`src/hdl/rhef_pkg.sv`:
```
package rhef_pkg;

	// event store geometry
	localparam int QUEUE_DEPTH  = 256;
	localparam int IDX_W        = $clog2(QUEUE_DEPTH);
	localparam int FILL_W       = IDX_W + 1;
	localparam int PAYLOAD_BITS = 64;
	localparam int TOTAL_W      = 32;

	// command queue between front and back, depth a power of two
	localparam int CQ_DEPTH = 4;
	localparam int CQ_PTR_W = $clog2(CQ_DEPTH);
	localparam int CQ_CNT_W = CQ_PTR_W + 1;

	// configuration port
	localparam int CFG_IDX_W  = 2;
	localparam int CFG_DATA_W = 9;
	localparam logic [CFG_IDX_W-1:0] REG_CAPACITY = CFG_IDX_W'(0);
	localparam logic [CFG_IDX_W-1:0] REG_RESERVE  = CFG_IDX_W'(1);
	localparam logic [CFG_DATA_W-1:0] CAPACITY_RESET = CFG_DATA_W'(256);
	localparam logic [CFG_DATA_W-1:0] RESERVE_RESET  = CFG_DATA_W'(0);

	// command codes
	localparam logic CMD_PUSH = 1'b0;
	localparam logic CMD_POP  = 1'b1;

	typedef struct packed {
		logic                    command;
		logic                    push_is_priority;
		logic [PAYLOAD_BITS-1:0] push_payload;
	} in_item_t;

	typedef struct packed {
		logic                    push_accepted;
		logic                    pop_empty;
		logic [PAYLOAD_BITS-1:0] pop_payload;
		logic                    pop_is_priority;
		logic [FILL_W-1:0]       occupancy;
		logic [TOTAL_W-1:0]      accepted_priority_count;
		logic [TOTAL_W-1:0]      accepted_ordinary_count;
		logic [TOTAL_W-1:0]      dropped_priority_count;
		logic [TOTAL_W-1:0]      dropped_ordinary_count;
	} out_item_t;

	// one classified command for the back end
	typedef struct packed {
		logic                    wr_en;
		logic                    rd_en;
		logic [IDX_W-1:0]        idx;
		logic                    wr_prio;
		logic [PAYLOAD_BITS-1:0] wr_payload;
		out_item_t               result;
	} cmd_t;

endpackage

```
`src/hdl/rhef_queue.sv`:
```
module rhef_queue (
	input  logic           clk,
	input  logic           arst_n,
	input  logic           wr_valid,
	output logic           wr_ready,
	input  rhef_pkg::cmd_t wr_data,
	output logic           rd_valid,
	input  logic           rd_ready,
	output rhef_pkg::cmd_t rd_data
);
	import rhef_pkg::*;

	cmd_t                ent_q [CQ_DEPTH];
	logic [CQ_PTR_W-1:0] wr_ptr_q;
	logic [CQ_PTR_W-1:0] rd_ptr_q;
	logic [CQ_CNT_W-1:0] count_q;
	logic                push;
	logic                pop;

	assign wr_ready = (count_q != CQ_CNT_W'(CQ_DEPTH));
	assign rd_valid = (count_q != '0);
	assign rd_data  = ent_q[rd_ptr_q];
	assign push     = wr_valid && wr_ready;
	assign pop      = rd_valid && rd_ready;

	// entry storage
	always_ff @(posedge clk) begin
		if (push) begin
			ent_q[wr_ptr_q] <= wr_data;
		end
	end

	// pointers wrap naturally, depth is a power of two
	always_ff @(posedge clk or negedge arst_n) begin
		if (!arst_n) begin
			wr_ptr_q <= '0;
			rd_ptr_q <= '0;
			count_q  <= '0;
		end else begin
			if (push) begin
				wr_ptr_q <= wr_ptr_q + CQ_PTR_W'(1);
			end
			if (pop) begin
				rd_ptr_q <= rd_ptr_q + CQ_PTR_W'(1);
			end
			case ({push, pop})
				2'b10:   count_q <= count_q + CQ_CNT_W'(1);
				2'b01:   count_q <= count_q - CQ_CNT_W'(1);
				default: count_q <= count_q;
			endcase
		end
	end

endmodule

```
`config.mk`:
```
export PLATFORM = sky130hd
export DESIGN_NAME = rhef_queue
export DESIGN_NICKNAME = d
export VERILOG_FILES = /design/src/hdl/rhef_pkg.sv /design/src/hdl/rhef_queue.sv
export SDC_FILE = /design/constraint.sdc
export NUM_CORES = 1
export LEC_CHECK = 0
export ABC_AREA = 1
export BUFFER_PORTS_ARGS = -buffer_cell sky130_fd_sc_hd__clkbuf_2
export CAP_MARGIN = 20
export CORE_UTILIZATION = 46
export DETAILED_ROUTE_END_ITERATION = 8
export PLACE_DENSITY = 0.66
export SLEW_MARGIN = 25
export SYNTH_ARGS = -nofsm -noshare
export SYNTH_HDL_FRONTEND = slang
export SYNTH_SLANG_ARGS = --single-unit
export TNS_END_PERCENT = 20
```
`constraint.sdc`:
```
create_clock -name clk -period 27.5 [get_ports clk]
set_input_delay 5.5 -clock clk [delete_from_list [all_inputs] [get_ports clk]]
set_output_delay 5.5 -clock clk [all_outputs]
set_load 0.02 [all_outputs]
```
---- Word level (Yosys, flattened, before mapping) ----
Memories as Yosys holds them, arrays and structs flattened.
Index checks and enable logic that the tools add are counted.
word-level totals
  word-level logic and storage cells ...... 18
  input port bits ......................... 283
  memories ................................ 1
  memory bits (writable) .................. 1,116
  bits in registers ....................... 7
  output and inout port bits .............. 281
operators by class
  mux-type cells .......................... 3
  eq/ne operators ......................... 3
  $add $sub $neg .......................... 4
  reductions and logical operators ........ 4
memory list
  memory  depth  bits a word  read ports  clocked after memory_dff  write ports  line              source
  ent_q   4      279          1           0                         1            rhef_queue.sv:13  cmd_t ent_q [CQ_DEPTH];
operators by type and width
  kind                 count
  $pmux 3 s2           1
  $add 2x1->2 const B  2
  $add 3x1->3 const B  1
  $ne 3x3->1 const B   1
  $reduce_bool 3->1    1
  $sub 3x1->3 const B  1
  $eq 2x1->1 const B   1
  $eq 2x2->1 const B   1
  $logic_and 1x1->1    2
  $mux 1               2
  $reduce_bool 2->1    1

---- Logic depth before layout (Yosys ltp) ----
  word-level depth ........................ 4
  depth in mapped cells ................... 12

---- Worst setup path after synthesis ----
No wires, ideal clock.
  path type ............................... input to register
  from .................................... input wr_valid
  to ...................................... memory ent_q[0][0] (netlist name), enable pin
  stages on the path ...................... 2
  setup slack ............................. 9.353 ns
  path buffers ............................ 0
  setup time .............................. 0.926 ns
  arrival ................................. 17.221 ns
  required time ........................... 26.574 ns
  cells stage by stage .................... nand2_1 nor2_1
between the ends
  cells in the longest elaborated chain, start to end .. 3
RTL lines
  item                          line              source
  start, declared               rhef_queue.sv:4   input logic wr_valid,
  $logic_and 1x1->1             rhef_queue.sv:23  assign push = wr_valid && wr_ready;
  $mux 1                        rhef_queue.sv:28  if (push) begin
  $mux 1 (not written as such)  rhef_queue.sv:29  ent_q[wr_ptr_q] <= wr_data;
  end, declared                 rhef_queue.sv:13
No other way between the ends.

==> metrics.md <==
| Metric | Value |
|---|---|
| Status | finished, final reports clean |
| # IOs | 564 |
| WS Path Type | register to output pin |
| Crit path DAT | 5.69 ns |
| Hold_buf cts | 0 |
| Synth Net Count | 3603 |
| Startpoint Class | register |
| Crit Reg-Reg Endpoint | ent_q[2][165] |
| Reg clk slew, reported paths | 0.06 ns |
| DIE AREA | 98500 um^2 |
| Synth Area in Adders | 0.00185 |
| Syn_area_per_cell | 13.5 um^2 |
| Finished Core Util | 0.536 |
| Die Ht | 314 um |
| Antenna Nets Post-Route | 0 |
| Xor and xnor fraction of the mapped netlist area | 0.000196 |
| CTS Buf Count | 113 |
| Most common cell after layout, fill and taps aside | edfxtp_1 |
| Synth cell types | 17 |
| Clock Sinks | 1123 |
| Crit-path most repeated cell | buf_4 |
| Maxcap violations | 0 |
| Hold Path Origin | count_q[0] |
| WHS | 0.485 ns |
| Iter 0 DRT Violations | 1498 |
| Largest family of logic cells by synthesized area | compound AO/OA/AOI/OAI gates |
| Slowest stage delay, CP | 0.92 ns |
| RSZ-0062 raised after global routing | no |
| Hold path endpoint | count_q[0] |
| CTS tree | done |
| Tmin final | 11.19 ns |
| Gr ovfl total | 0 |
| Worst R2R Path Depth | 7 |
| Area growth syn-to-layout | 15.8% |
| Max Freq | 0.0894 GHz |
| Initial antenna violation count | 11 |
| Peak supply drop | 0.0000990 V |
| Non-Filler Instances | 5207 |
| Post-synthesis compound-gate area fraction | 0.0938 |
| Slowest CP cell | buf_4 |
| Post-synthesis mux area share | 0 |
| Setup TNS | 0 ns |
| Vias in the first global route | 24300 |
| Placed insts | 5000 |
| CP top delay family | buffers and inverters |
| Clock Latency Late Sink | 0.68 ns |
| Crit path depth | 10 |
| Worst hold path type | register to register |
| Ys Warns | 0 |
| Start of the worst register-to-register path | count_q[0] |
| CP Buf/Inv Count | 7 |
| Fill cell count | 8033 |
| DRC | 0 |
| Final-report max-slew violation count | 0 |
| Period utilisation layout | 0.407 |
| Max Buffers Root-to-Sink | 3 |
| Total power draw | 5830 uW |
| DRT Wirelength | 89.5 mm |
| GPL Wtd Cong | 0.760 |
| Mapped Area | 44700 um^2 |
| Gr usage total | 0.179 |
| CP required | 22.00 ns |
| Number of I/O port buffers | 563 |
| Final hold violation count | 0 |
| Pwr/cell area | 113 nW/um^2 |
| Final setup violation count | 0 |
| Largest net degree at the start of global routing | 194 |
| Final-stage net count | 4131 |
| Crit-path cells | inv_8 > buf_4 > buf_4 > buf_16 > buf_6 > buf_4 > nand2_1 > o211ai_1 > nand2_1 > clkbuf_2 |
| Critical path fanouts, max | 193 |
| Hpwl dp | 52.5 mm |
| Slew of the pin with the lowest slew margin | 1.14 ns |
| Sequential area share after synthesis | 0.753 |
| Avg Vias per Cell | 4.92 |
| Postcts setup bufs | 0 |
| Die width | 314 um |
| Critical Path End Type | output pin |
| Leak pwr | 0.0208 uW |
| Most frequent cells in the layout | edfxtp_1 (1116), nand2_1 (855), inv_1 (571), clkbuf_2 (563), o211ai_1 (558) |
| CTS resizes | 0 |
| CTS Root Cell | clkbuf_16 |
| Worst slew margin relative to its limit | 0.240 |
| Wire length per cell | 17.2 um |
| Htree depth | 3 |
| Clk_skew | 0.0207 ns |
| Core area | 96600 um^2 |
| Vias | 25600 |
| First-pass GRT wire length | 136 mm |
| Pre-antenna DRT Iters | 5 |
| Synth Area in Simple Gates | 0.0730 |
| Share of cells above drive strength 1 | 0.192 |
| Site Rows | 114 |
| Post-Syn Instances | 3314 |
| Hold path depth | 1 |
| R2R Setup Slk | 23.48 ns |
| Seq cells post-synth | 1123 |
| Initial core utilization | 0.463 |
## worst max path at each step
stage | from | end | slack [ns]
6_report | rd_ptr_q[0] | rd_data[158] | 16.31
3_5_place_dp | rd_ptr_q[0] | rd_data[166] | 16.65
2_1_floorplan | wr_valid | ent_q[0][0] | 9.35
4_1_cts | rd_ptr_q[0] | rd_data[158] | 15.87
5_1_grt | rd_ptr_q[0] | rd_data[158] | 15.87
3_3_place_gp | rd_ptr_q[0] | rd_data[155] | 16.81
## cells in the mapped netlist, drive strengths merged
library cell	count	area share
nand3	7	0.00078
clkbuf	37	0.0031
dfrtp	7	0.0039
o211ai	558	0.094
o21ai	1	0.00011
fa	1	0.00045
nand4	1	0.00014
nor2	4	0.00034
xnor2	1	0.00020
buf	148	0.027
ha	5	0.0014
inv	573	0.048
edfxtp	1116	0.75
nand2	855	0.072
## registers in the layout, summed over array words and instances (netlist names)
register	cells
wr_ptr_q	2
rd_ptr_q	2
ent_q	1116
count_q	3
## area by class of cell
| cell class | instances | area [um^2] | area share |
|---|---|---|---|
| diodes | 2 | 5.00 | 0.0000966 |
| clock buffers | 140 | 2990 | 0.0578 |
| clock inverters | 62 | 557 | 0.0108 |
| inverters | 573 | 2170 | 0.0418 |
| multi-input cells | 1433 | 7580 | 0.146 |
| flip-flops and latches | 1123 | 33700 | 0.651 |
| well taps | 1276 | 1600 | 0.0308 |
| repair buffers | 598 | 3200 | 0.0618 |
## power by group
part | internal (uW) | leakage (uW) | switching (uW)
clock network | 859 | 0.00174 | 607
logic | 553 | 0.00874 | 1490
registers | 2250 | 0.0103 | 74.0
## cells by family after synthesis
group                      Yosys count
DFF                               1123
and+or+nand+nor                    867
AOI/OAI and AO/OA                  559
adders and majority gates            6
xor gates and xnor gates             1
buffers and inverters              758
## through the flow
stage / setup WS (ns) / cell area [um^2]
global route: 15.87 / 51800
floorplan: 9.35 / 44700
CTS: 15.87 / 51700
detailed placement: 16.65 / 48200
finish: 16.31 / 51800
global placement: 16.81 / 48100
## worst register-to-register path, stage by stage, from the launching register on
cell,delay (ns)
dfrtp_1,0.36
inv_1,0.09
nand3_1,0.17
nand2_1,0.31
nor2_4,0.48
buf_4,0.63
buf_4,0.78
buf_4,0.80
## metal layers
layer / routed length, um / track usage
met1: 36400 / 0.219
met4: 2270 / 0.0611
met2: 43800 / 0.303
met3: 6930 / 0.0532
met5: 114 / 0
Note: power is estimated with default switching activity, not from simulation.
