`src/hdl/rhef_pkg.sv`:
```
package rhef_pkg;

	// event store geometry
	localparam int QUEUE_DEPTH  = 256;
	localparam int IDX_W        = $clog2(QUEUE_DEPTH);
	localparam int FILL_W       = IDX_W + 1;
	localparam int PAYLOAD_BITS = 64;
	localparam int TOTAL_W      = 32;

	// command queue between front and back, depth a power of two
	localparam int CQ_DEPTH = 4;
	localparam int CQ_PTR_W = $clog2(CQ_DEPTH);
	localparam int CQ_CNT_W = CQ_PTR_W + 1;

	// configuration port
	localparam int CFG_IDX_W  = 2;
	localparam int CFG_DATA_W = 9;
	localparam logic [CFG_IDX_W-1:0] REG_CAPACITY = CFG_IDX_W'(0);
	localparam logic [CFG_IDX_W-1:0] REG_RESERVE  = CFG_IDX_W'(1);
	localparam logic [CFG_DATA_W-1:0] CAPACITY_RESET = CFG_DATA_W'(256);
	localparam logic [CFG_DATA_W-1:0] RESERVE_RESET  = CFG_DATA_W'(0);

	// command codes
	localparam logic CMD_PUSH = 1'b0;
	localparam logic CMD_POP  = 1'b1;

	typedef struct packed {
		logic                    command;
		logic                    push_is_priority;
		logic [PAYLOAD_BITS-1:0] push_payload;
	} in_item_t;

	typedef struct packed {
		logic                    push_accepted;
		logic                    pop_empty;
		logic [PAYLOAD_BITS-1:0] pop_payload;
		logic                    pop_is_priority;
		logic [FILL_W-1:0]       occupancy;
		logic [TOTAL_W-1:0]      accepted_priority_count;
		logic [TOTAL_W-1:0]      accepted_ordinary_count;
		logic [TOTAL_W-1:0]      dropped_priority_count;
		logic [TOTAL_W-1:0]      dropped_ordinary_count;
	} out_item_t;

	// one classified command for the back end
	typedef struct packed {
		logic                    wr_en;
		logic                    rd_en;
		logic [IDX_W-1:0]        idx;
		logic                    wr_prio;
		logic [PAYLOAD_BITS-1:0] wr_payload;
		out_item_t               result;
	} cmd_t;

endpackage

```
`src/hdl/rhef_front.sv`:
```
module rhef_front (
	input  logic                             clk,
	input  logic                             arst_n,
	input  logic                             cfg_valid,
	output logic                             cfg_ready,
	input  logic [rhef_pkg::CFG_IDX_W-1:0]   cfg_index,
	input  logic [rhef_pkg::CFG_DATA_W-1:0]  cfg_data,
	input  logic                             in_valid,
	output logic                             in_ready,
	input  rhef_pkg::in_item_t               in_data,
	output logic                             cmd_valid,
	input  logic                             cmd_ready,
	output rhef_pkg::cmd_t                   cmd_data
);
	import rhef_pkg::*;

	logic [CFG_DATA_W-1:0] capacity_q;
	logic [CFG_DATA_W-1:0] reserve_q;
	logic [IDX_W-1:0]      head_q;
	logic [IDX_W-1:0]      tail_q;
	logic [FILL_W-1:0]     fill_q;
	logic [TOTAL_W-1:0]    acc_prio_q;
	logic [TOTAL_W-1:0]    acc_ord_q;
	logic [TOTAL_W-1:0]    drop_prio_q;
	logic [TOTAL_W-1:0]    drop_ord_q;

	logic [CFG_DATA_W-1:0] cap_eff;
	logic [CFG_DATA_W-1:0] res_eff;
	logic [CFG_DATA_W-1:0] limit;
	logic                  is_push;
	logic                  admit;
	logic                  pop_hit;
	logic                  xfer;

	logic [IDX_W-1:0]      head_d;
	logic [IDX_W-1:0]      tail_d;
	logic [FILL_W-1:0]     fill_d;
	logic [TOTAL_W-1:0]    acc_prio_d;
	logic [TOTAL_W-1:0]    acc_ord_d;
	logic [TOTAL_W-1:0]    drop_prio_d;
	logic [TOTAL_W-1:0]    drop_ord_d;

	function automatic logic [TOTAL_W-1:0] sat_inc(input logic [TOTAL_W-1:0] v);
		return (v == '1) ? v : v + TOTAL_W'(1);
	endfunction

	function automatic logic [IDX_W-1:0] next_idx(input logic [IDX_W-1:0] i);
		return (i == IDX_W'(QUEUE_DEPTH - 1)) ? '0 : i + IDX_W'(1);
	endfunction

	assign cfg_ready = 1'b1;
	assign in_ready  = cmd_ready;
	assign cmd_valid = in_valid;
	assign xfer      = in_valid && in_ready;

	// admission limit with capacity and reserve clamped
	always_comb begin
		cap_eff = (capacity_q > CFG_DATA_W'(QUEUE_DEPTH)) ? CFG_DATA_W'(QUEUE_DEPTH)
			: capacity_q;
		res_eff = (reserve_q > cap_eff) ? cap_eff : reserve_q;
		limit   = in_data.push_is_priority ? cap_eff : cap_eff - res_eff;
		is_push = (in_data.command == CMD_PUSH);
		admit   = is_push && (CFG_DATA_W'(fill_q) < limit);
		pop_hit = !is_push && (fill_q != '0);
	end

	// next queue state and totals
	always_comb begin
		head_d      = head_q;
		tail_d      = tail_q;
		fill_d      = fill_q;
		acc_prio_d  = acc_prio_q;
		acc_ord_d   = acc_ord_q;
		drop_prio_d = drop_prio_q;
		drop_ord_d  = drop_ord_q;
		if (admit) begin
			tail_d = next_idx(tail_q);
			fill_d = fill_q + FILL_W'(1);
			if (in_data.push_is_priority) begin
				acc_prio_d = sat_inc(acc_prio_q);
			end else begin
				acc_ord_d = sat_inc(acc_ord_q);
			end
		end else if (is_push) begin
			if (in_data.push_is_priority) begin
				drop_prio_d = sat_inc(drop_prio_q);
			end else begin
				drop_ord_d = sat_inc(drop_ord_q);
			end
		end
		if (pop_hit) begin
			head_d = next_idx(head_q);
			fill_d = fill_q - FILL_W'(1);
		end
	end

	// command handed to the back end
	always_comb begin
		cmd_data.wr_en      = admit;
		cmd_data.rd_en      = pop_hit;
		cmd_data.idx        = is_push ? tail_q : head_q;
		cmd_data.wr_prio    = in_data.push_is_priority;
		cmd_data.wr_payload = in_data.push_payload;
		cmd_data.result.push_accepted           = admit;
		cmd_data.result.pop_empty               = !is_push && (fill_q == '0);
		cmd_data.result.pop_payload             = '0;
		cmd_data.result.pop_is_priority         = 1'b0;
		cmd_data.result.occupancy               = fill_d;
		cmd_data.result.accepted_priority_count = acc_prio_d;
		cmd_data.result.accepted_ordinary_count = acc_ord_d;
		cmd_data.result.dropped_priority_count  = drop_prio_d;
		cmd_data.result.dropped_ordinary_count  = drop_ord_d;
	end

	// configuration registers
	always_ff @(posedge clk or negedge arst_n) begin
		if (!arst_n) begin
			capacity_q <= CAPACITY_RESET;
			reserve_q  <= RESERVE_RESET;
		end else if (cfg_valid && cfg_ready) begin
			case (cfg_index)
				REG_CAPACITY: capacity_q <= cfg_data;
				REG_RESERVE:  reserve_q  <= cfg_data;
				default: ;
			endcase
		end
	end

	// queue pointers and totals
	always_ff @(posedge clk or negedge arst_n) begin
		if (!arst_n) begin
			head_q      <= '0;
			tail_q      <= '0;
			fill_q      <= '0;
			acc_prio_q  <= '0;
			acc_ord_q   <= '0;
			drop_prio_q <= '0;
			drop_ord_q  <= '0;
		end else if (xfer) begin
			head_q      <= head_d;
			tail_q      <= tail_d;
			fill_q      <= fill_d;
			acc_prio_q  <= acc_prio_d;
			acc_ord_q   <= acc_ord_d;
			drop_prio_q <= drop_prio_d;
			drop_ord_q  <= drop_ord_d;
		end
	end

endmodule

```
`config.mk`:
```
export PLATFORM = sky130hd
export DESIGN_NAME = rhef_front
export DESIGN_NICKNAME = d
export VERILOG_FILES = /design/src/hdl/rhef_pkg.sv /design/src/hdl/rhef_front.sv
export SDC_FILE = /design/constraint.sdc
export NUM_CORES = 1
export LEC_CHECK = 0
export BUFFER_PORTS_ARGS = -buffer_cell sky130_fd_sc_hd__buf_2
export CAP_MARGIN = 20
export CORE_ASPECT_RATIO = 0.5
export CORE_MARGIN = 3
export CORE_UTILIZATION = 55
export DETAILED_ROUTE_END_ITERATION = 7
export GPL_TIMING_DRIVEN = 0
export PLACE_DENSITY_LB_ADDON = 0.12
export SYNTH_ARGS = -nofsm -noshare
export SYNTH_HDL_FRONTEND = slang
export SYNTH_SLANG_ARGS = --single-unit
```
`constraint.sdc`:
```
create_clock -name clk -period 18.9 [get_ports clk]
set_clock_uncertainty 0.15 [all_clocks]
set_input_delay 0.945 -clock clk [delete_from_list [all_inputs] [get_ports clk]]
set_output_delay 0.945 -clock clk [all_outputs]
set_load 0.03 [all_outputs]
```
== Yosys cells after proc, flatten, opt, wreduce, memory -nomap -nowiden ==
Index checks and enable logic that the tools add are counted.
Widths: inputs -> output; s select.

* Muxes and demuxes: 22
* $mul: 0
* Reductions and logical operators: 11
* Shifts and indexed selects: 0
* Magnitude comparators: 3
* Eq/ne operators: 7
* Add/subtract/negate cells: 9
* Div/mod/pow operators: 0
* Bitwise gates (word level): 1

{| class="wikitable"
|+ Operators with widths
! kind !! number
|-
| $mux 32 || 14
|-
| $add 32x1->32 const B || 4
|-
| $eq 32x32->1 const B || 4
|-
| $mux 9 || 5
|-
| $mux 8 || 3
|-
| $add 8x1->8 const B || 2
|-
| $eq 8x8->1 const B || 2
|-
| $add 9x1->9 const B || 1
|-
| $gt 9x9->1 || 1
|-
| $gt 9x9->1 const B || 1
|-
| $logic_not 9->1 || 1
|-
| $lt 9x9->1 || 1
|-
| $reduce_bool 9->1 || 1
|-
| $sub 9x1->9 const B || 1
|-
| $sub 9x9->9 || 1
|-
| $reduce_and 2->1 || 4
|-
| $logic_and 1x1->1 || 4
|-
| $eq 2x1->1 const B || 1
|-
| $logic_not 2->1 || 1
|-
| $not 1->1 || 1
|}

* Memory bits (read-only): 0
* Register bits after elaboration: 171
* Bits in latches: 0
* Bits in writable memories: 0
* Memories: 0
* Logic and storage cells: 62
* Input port bits: 82

== Longest topological paths before layout ==
Gate-level depths: netlist of the first run.

* Depth after elaboration: 10
* Mapped depth: 28

== Worst setup path after synthesis of the first run ==
Ideal clock, no wire load.

* Path type: register to output
* Start point: register capacity_q[8]
* End point: output cmd_data[122] (netlist name)
* Setup slack: 11.624 ns
* Data arrival time: 6.181 ns
* Stages on the path, launching flop included: 26
* Buffers on the path: 3
* Required time: 17.805 ns
* Cells stage by stage: dfstp_2 > clkbuf_1 > nor2b_1 > inv_1 > ha_1 > a2111oi_0 > nand3_1 > o211ai_1 > clkbuf_1 > o21ai_0 > ha_1 > fa_1 > nor2b_1 > o2111ai_1 > a31o_2 > and2_1 > a211oi_1 > o22ai_1 > ha_1 > nand2_1 > o21ai_0 > nor3_2 > and4_1 > buf_2 > nand3_1 > xnor2_1

{| class="wikitable"
|+ RTL lines
! item !! RTL line !! text
|-
| start: declaration || rhef_front.sv:17 || <nowiki>logic [CFG_DATA_W-1:0] capacity_q;</nowiki>
|-
| start signal: assignment || rhef_front.sv:122 || <nowiki>REG_CAPACITY: capacity_q <= cfg_data;</nowiki>
|-
| end: declaration || rhef_front.sv:13 || <nowiki>output rhef_pkg::cmd_t cmd_data</nowiki>
|}

==> metrics.cfg, run 1 <==
[power]
p_per_area_nw_per_um2=91.1
irDropWorstVdd_mv=0.0698
power_leakage_nw=7.58
total_power_mw=1.39

[global_routing]
antenna_found_initial=0
gr-usage-all-layers=0.277
grt_max_degree=108
grt_pass1_wl_mm=56.9
grt_pass1_vias=11100
gr-total-overflow=0

[sta]
rsz0062_at_grt=false
slew_headroom=0.273
setup_viol=0
fin_crit_sh=0.479
worst_pin_slew_ps=1080
tns_ps=0
clock.fmax_mhz=110
period_needed_ps=9050
finalMaxSlewViolations=0
hold_viol=0

[layout]
finalNonFillerCells=2077
fin_util=0.686
n_fill_cell=1821
layout-drive-gt1-share=0.274
area_growth_pct=19.0
diodes=0
layout.cells.most_common_list=buf_2, dfrtp_1, xnor2_1
final_common_cell=buf_2
nets=1880

[worst_setup_path]
slowest_delay_ps=830
critPathMaxFanout=11
cpLargestDelayFamily=simple AND/OR/NAND/NOR gates
critPathCaptureType=output pin
path_class=register to output pin
cp_num_buf_inv=6
crit_arrival_ps=7960
cp_common_cell=ha_1
cp-start-kind=register
crit_slowest_cell=nor3_2
worstPathRequired_ps=17810

[routing]
drtPass1Iterations=5
wire_per_inst_um=17.2
drt_iter0_drc=892
postRouteAntennaNets=0
viasPerCell=5.49
drc=0
vias=11400
wirelength_mm=35.7

[floorplanning]
chipHeight_um=114
num_io_pins=364
core_um2=22300
die_w_um=222
dieArea_um2=25300
fp-row-count=38
start_util=0.576

[clock_network]
postCtsHoldBufs=0
cts_made_buffers=17
post-cts-setup-buffer-count=0
clockRootBuffer=clkbuf_16
cts_resized=0
clock_latency_ps=440
cts.clk_slew.worst_paths_ps=70
cts.path.max_buffers=2
h-tree-depth=4
cts_tree=done
clock-sinks=171

[yosys]
syn_area_um2=12800
seq_area_frac_synth=0.333
syn_inst=1447
syn_avg_cell_area_um2=8.88
synth_top_family_by_area=simple AND/OR/NAND/NOR gates
synth.distinct_cells=83
async_reset_ff_frac=1.00
synthAdderAreaFrac=0.0337
synthMuxAreaShare=0.0302
synth-compound-area-share=0.0538
yosys_most_used_dff=dfrtp_1
synth-seq-cells=171
yosys_warnings=0
synth_simple_gate_area_frac=0.252
synth_edf_count=0
synth_xor_area_frac=0.184

[placed_design]
portBuffers=233
dpl.hpwl_mm=27.2
gp_congestion=0.909
dp.cells=2045

[worst_hold_path]
hold_path_class=register to register

[job]
drv_cap=0

[status]
status=completed

## metal layers
metal,routed length [µm],vias up,global-route usage
met4,578,0,0.0749
met3,2280,41,0.0502
met5,0,-,0
met2,17600,446,0.479
met1,15300,5479,0.362
li1,-,5433,-
## power breakdown
part	leakage [nW]	switching, mW	internal, mW
clock	0.309	0.161	0.222
combinational	4.97	0.349	0.204
sequential	2.29	0.0535	0.403
total	7.58	0.563	0.829
## path summary, 6_finish.rpt
| path | endpoint | from | cells past startpoint | slack [ps] |
|---|---|---|---|---|
| max reg2reg | drop_prio_q[20] | capacity_q[8] | 25 | 11430 |
| min | head_q[5] | head_q[5] | 1 | 350 |
| min reg2reg | head_q[5] | head_q[5] | 1 | 350 |
| max in group asynchronous | acc_ord_q[2] | arst_n | 2 | 17420 |
| max | cmd_data[92] | capacity_q[8] | 27 | 9850 |
| min in group asynchronous | reserve_q[1] | arst_n | 1 | 370 |
## area by class of cell
cell class	count	area, µm²	share of cell area
plain buffers	198	1330	0.0869
repair buffers	234	1200	0.0787
flip-flops and latches	171	4280	0.280
clock buffers	17	425	0.0278
well taps	300	375	0.0246
multi-input cells	1111	7360	0.482
clock inverters	15	195	0.0128
inverters	31	116	0.00761
## synthesized netlist by cell type, drive strengths merged (3+ instances only)
library cell	instances	area share
a21oi	20	0.0087
buf	161	0.092
nand4b	4	0.0027
nand3b	3	0.0018
inv	30	0.0088
or3	10	0.0049
nor4	25	0.016
xnor2	166	0.11
ha	33	0.032
nor2	96	0.028
o211ai	4	0.0027
dfrtp	170	0.33
nor3b	5	0.0033
nand2b	3	0.0015
nand2	136	0.040
nor4b	6	0.0053
a31oi	7	0.0046
nor2b	9	0.0044
mux2	30	0.026
mux2i	5	0.0039
a41oi	3	0.0026
and4	17	0.012
a21o	6	0.0035
a2111oi	3	0.0025
nand4	60	0.030
xor2	104	0.071
clkbuf	37	0.011
nand3	114	0.046
a32oi	3	0.0020
nor3	75	0.032
and3	30	0.015
and2	14	0.0068
o21ai	27	0.012
## sequential cells by signal (all words and copies together), names as in the netlist
register     count
acc_ord_q       32
acc_prio_q      32
drop_ord_q      32
drop_prio_q     32
capacity_q       9
fill_q           9
reserve_q        9
head_q           8
tail_q           8
## through the flow
step / area [µm²] / hold slack [ps] / worst slack (ps)
finish: 15300 / 349 / 9850
floorplan: 13100 / 303 / 11620
CTS: 15300 / 352 / 9920
global placement: 14600 / 326 / 10600
global route: 15300 / 363 / 9300
detailed placement: 14700 / 337 / 10490
## kinds of logic after synthesis
| kind of cell | count (synthesis) |
|---|---|
| XOR/XNOR | 270 |
| adder cells (fa/ha/maj) | 34 |
| buffers and inverters | 229 |
| multiplexers | 35 |
| AO/OA/AOI/OAI | 94 |
| AND/OR/NAND/NOR | 612 |
| other | 2 |
| flip-flops | 171 |
Note: power is estimated with default switching activity, not from simulation.
==> inputs of run 2 (changes only) <==
CORE_UTILIZATION = 49   (was 55)
clock period = 7.64 ns   (was 18.9 ns; I/O delays follow)
==> run 2 against run 1 <==
Flip-flop and latch count is the same. Critical path depth fell by 2. Die area is 12% higher. Register-to-register slack worse by 10000 ps.
==> metrics.cfg, run 2 (synthesized netlist as in run 1, its figures left out) <==
[floorplanning]
fp-row-count=41  ; +7.9%
chipHeight_um=120  ; +5.6%
dieArea_um2=28300  ; +12%
num_io_pins=364  ; unchanged
die_w_um=235  ; +5.8%
start_util=0.504  ; -0.0722
core_um2=25500  ; +14%

[sta]
hold_viol=0  ; unchanged
finalHoldWorstSlack_ps=30.9  ; -318 ps
worst_pin_slew_ps=969  ; -115 ps
finalMaxSlewViolations=0  ; unchanged
rsz0062_at_grt=false
tns_ps=0  ; unchanged
period_needed_ps=7190
clock.fmax_mhz=139
fin_crit_sh=0.941
slew_headroom=0.348  ; +0.0748
setup_viol=0  ; unchanged

[placed_design]
dpl.hpwl_mm=27.3  ; +0.19%
place_area_um2=14700  ; +0.38%
gp_congestion=0.893  ; -1.9%
portBuffers=233  ; unchanged

[global_routing]
antenna_found_initial=0  ; unchanged
gr-total-overflow=0  ; unchanged
grt_max_degree=103  ; -4.6%
grt_pass1_vias=10900  ; -1.6%
gr-usage-all-layers=0.248  ; -0.0284
grt_pass1_wl_mm=56.7  ; -0.33%

[layout]
fin_area_um2=15400  ; +0.83%
nets=1888  ; +0.43%
layout.cells.most_common_list=buf_2, dfrtp_1, xnor2_1
layout-drive-gt1-share=0.281  ; +0.00661
diodes=0  ; unchanged
fin_util=0.605  ; -0.0810
final_common_cell=buf_2
area_growth_pct=20.0

[worst_setup_path]
critPathMaxFanout=10  ; -1
r2r_start=capacity_q[8]
startpoint=capacity_q[8]
path_class=register to output pin
worstPathRequired_ps=7110  ; -10700 ps
critPathCaptureType=output pin
cp-start-kind=register
crit_arrival_ps=6660  ; -1300 ps

[routing]
vias=11300  ; -0.44%
wire_per_inst_um=16.8  ; -2.3%
postRouteAntennaNets=0  ; unchanged
drtPass1Iterations=5  ; unchanged
drc=0  ; unchanged
drt_iter0_drc=828  ; -7.2%
viasPerCell=5.33  ; -2.9%
wirelength_mm=35.7  ; +0.11%

[status]
status=completed

[power]
p_per_area_nw_per_um2=221  ; +140%
power_leakage_nw=7.61  ; +0.42%
total_power_mw=3.41  ; +150%
irDropWorstVdd_mv=0.208  ; +200%

[clock_network]
clockRootBuffer=clkbuf_16
cts_made_buffers=17  ; unchanged
cts_tree=done
clock-sinks=171  ; unchanged
clock_latency_ps=450  ; about the same
cts.path.max_buffers=2  ; unchanged
h-tree-depth=4  ; unchanged
cts.clk_slew.worst_paths_ps=70  ; about the same

[worst_hold_path]
hold_path_class=primary input to register
holdCritStartpoint=cfg_data[7]

[job]
drv_cap=0  ; unchanged

-- run 2: report_power, final --
| part | total [mW] | switching [mW] | internal [mW] |
|---|---|---|---|
| Combinational | 1.41 | 0.876 | 0.533 |
| Clock | 0.874 | 0.393 | 0.480 |
| Sequential | 1.13 | 0.134 | 0.996 |
| Total | 3.41 | 1.40 | 2.01 |
-- run 2: final timing paths --
kind	endpoint	slack [ps]	cells after the start
setup reg to reg	drop_prio_q[16]	1160	25
hold reg to reg	head_q[6]	340	1
hold / removal	reserve_q[7]	30	2
max in group asynchronous	capacity_q[0]	6060	3
setup / recovery	cmd_data[93]	450	25
min in group asynchronous	acc_ord_q[8]	330	2
-- run 2: worst max-delay path: stages (launching register included) --
cell and delay (ps):
dfstp_2 400, nor2b_2 230, inv_1 80, ha_1 320
a2111oi_0 440, nand3_1 120, o211ai_1 290, clkbuf_4 280
o21ai_0 100, ha_1 210, fa_1 390, nor2b_1 190
o2111ai_1 180, a31o_2 270, and2_1 170, a211oi_1 240
o22ai_1 140, ha_1 260, nor2_1 210, o211ai_4 220
nand2b_1 270, nor2_2 250, buf_2 280, nand3_1 120
xnor2_1 280, buf_2 270
-- run 2: area by class of cell --
type                       instances  area, µm²
clock inverter                    15        148
sequential                       171       4280
inverter                          31        116
timing repair buffer             243       1290
tap                              344        430
multi-input combinational       1111       7390
buffer                           197       1330
fill                            2315      10100
clock buffer                      17        425
-- run 2: per-stage QoR --
step | instances | setup slack (ps)
floorplan | 1511 | 927
global placement | 2088 | -119
detailed placement | 2089 | -448
CTS | 2123 | 94.4
global route | 2129 | 17.8
finish | 2129 | 448
-- run 2: timing repair --
| item | CTS | global route |
|---|---|---|
| hold buffers | 1 | 0 |
| buffers inserted | 2 | 6 |
| endpoints found under the hold margin | 69 | 0 |
| pin swaps | 1 | 2 |
| resized for setup | 6 | 6 |
| endpoints found under the setup margin | 134 | 122 |
-- run 2: per-layer routing --
| metal | up-vias | global-route usage | share of wire |
|---|---|---|---|
| li1 | 5455 | - | - |
| met1 | 5524 | 0.315 | 0.43 |
| met2 | 341 | 0.438 | 0.51 |
| met3 | 29 | 0.0504 | 0.050 |
| met4 | 0 | 0.0618 | 0.013 |
| met5 | - | 0 | 0 |
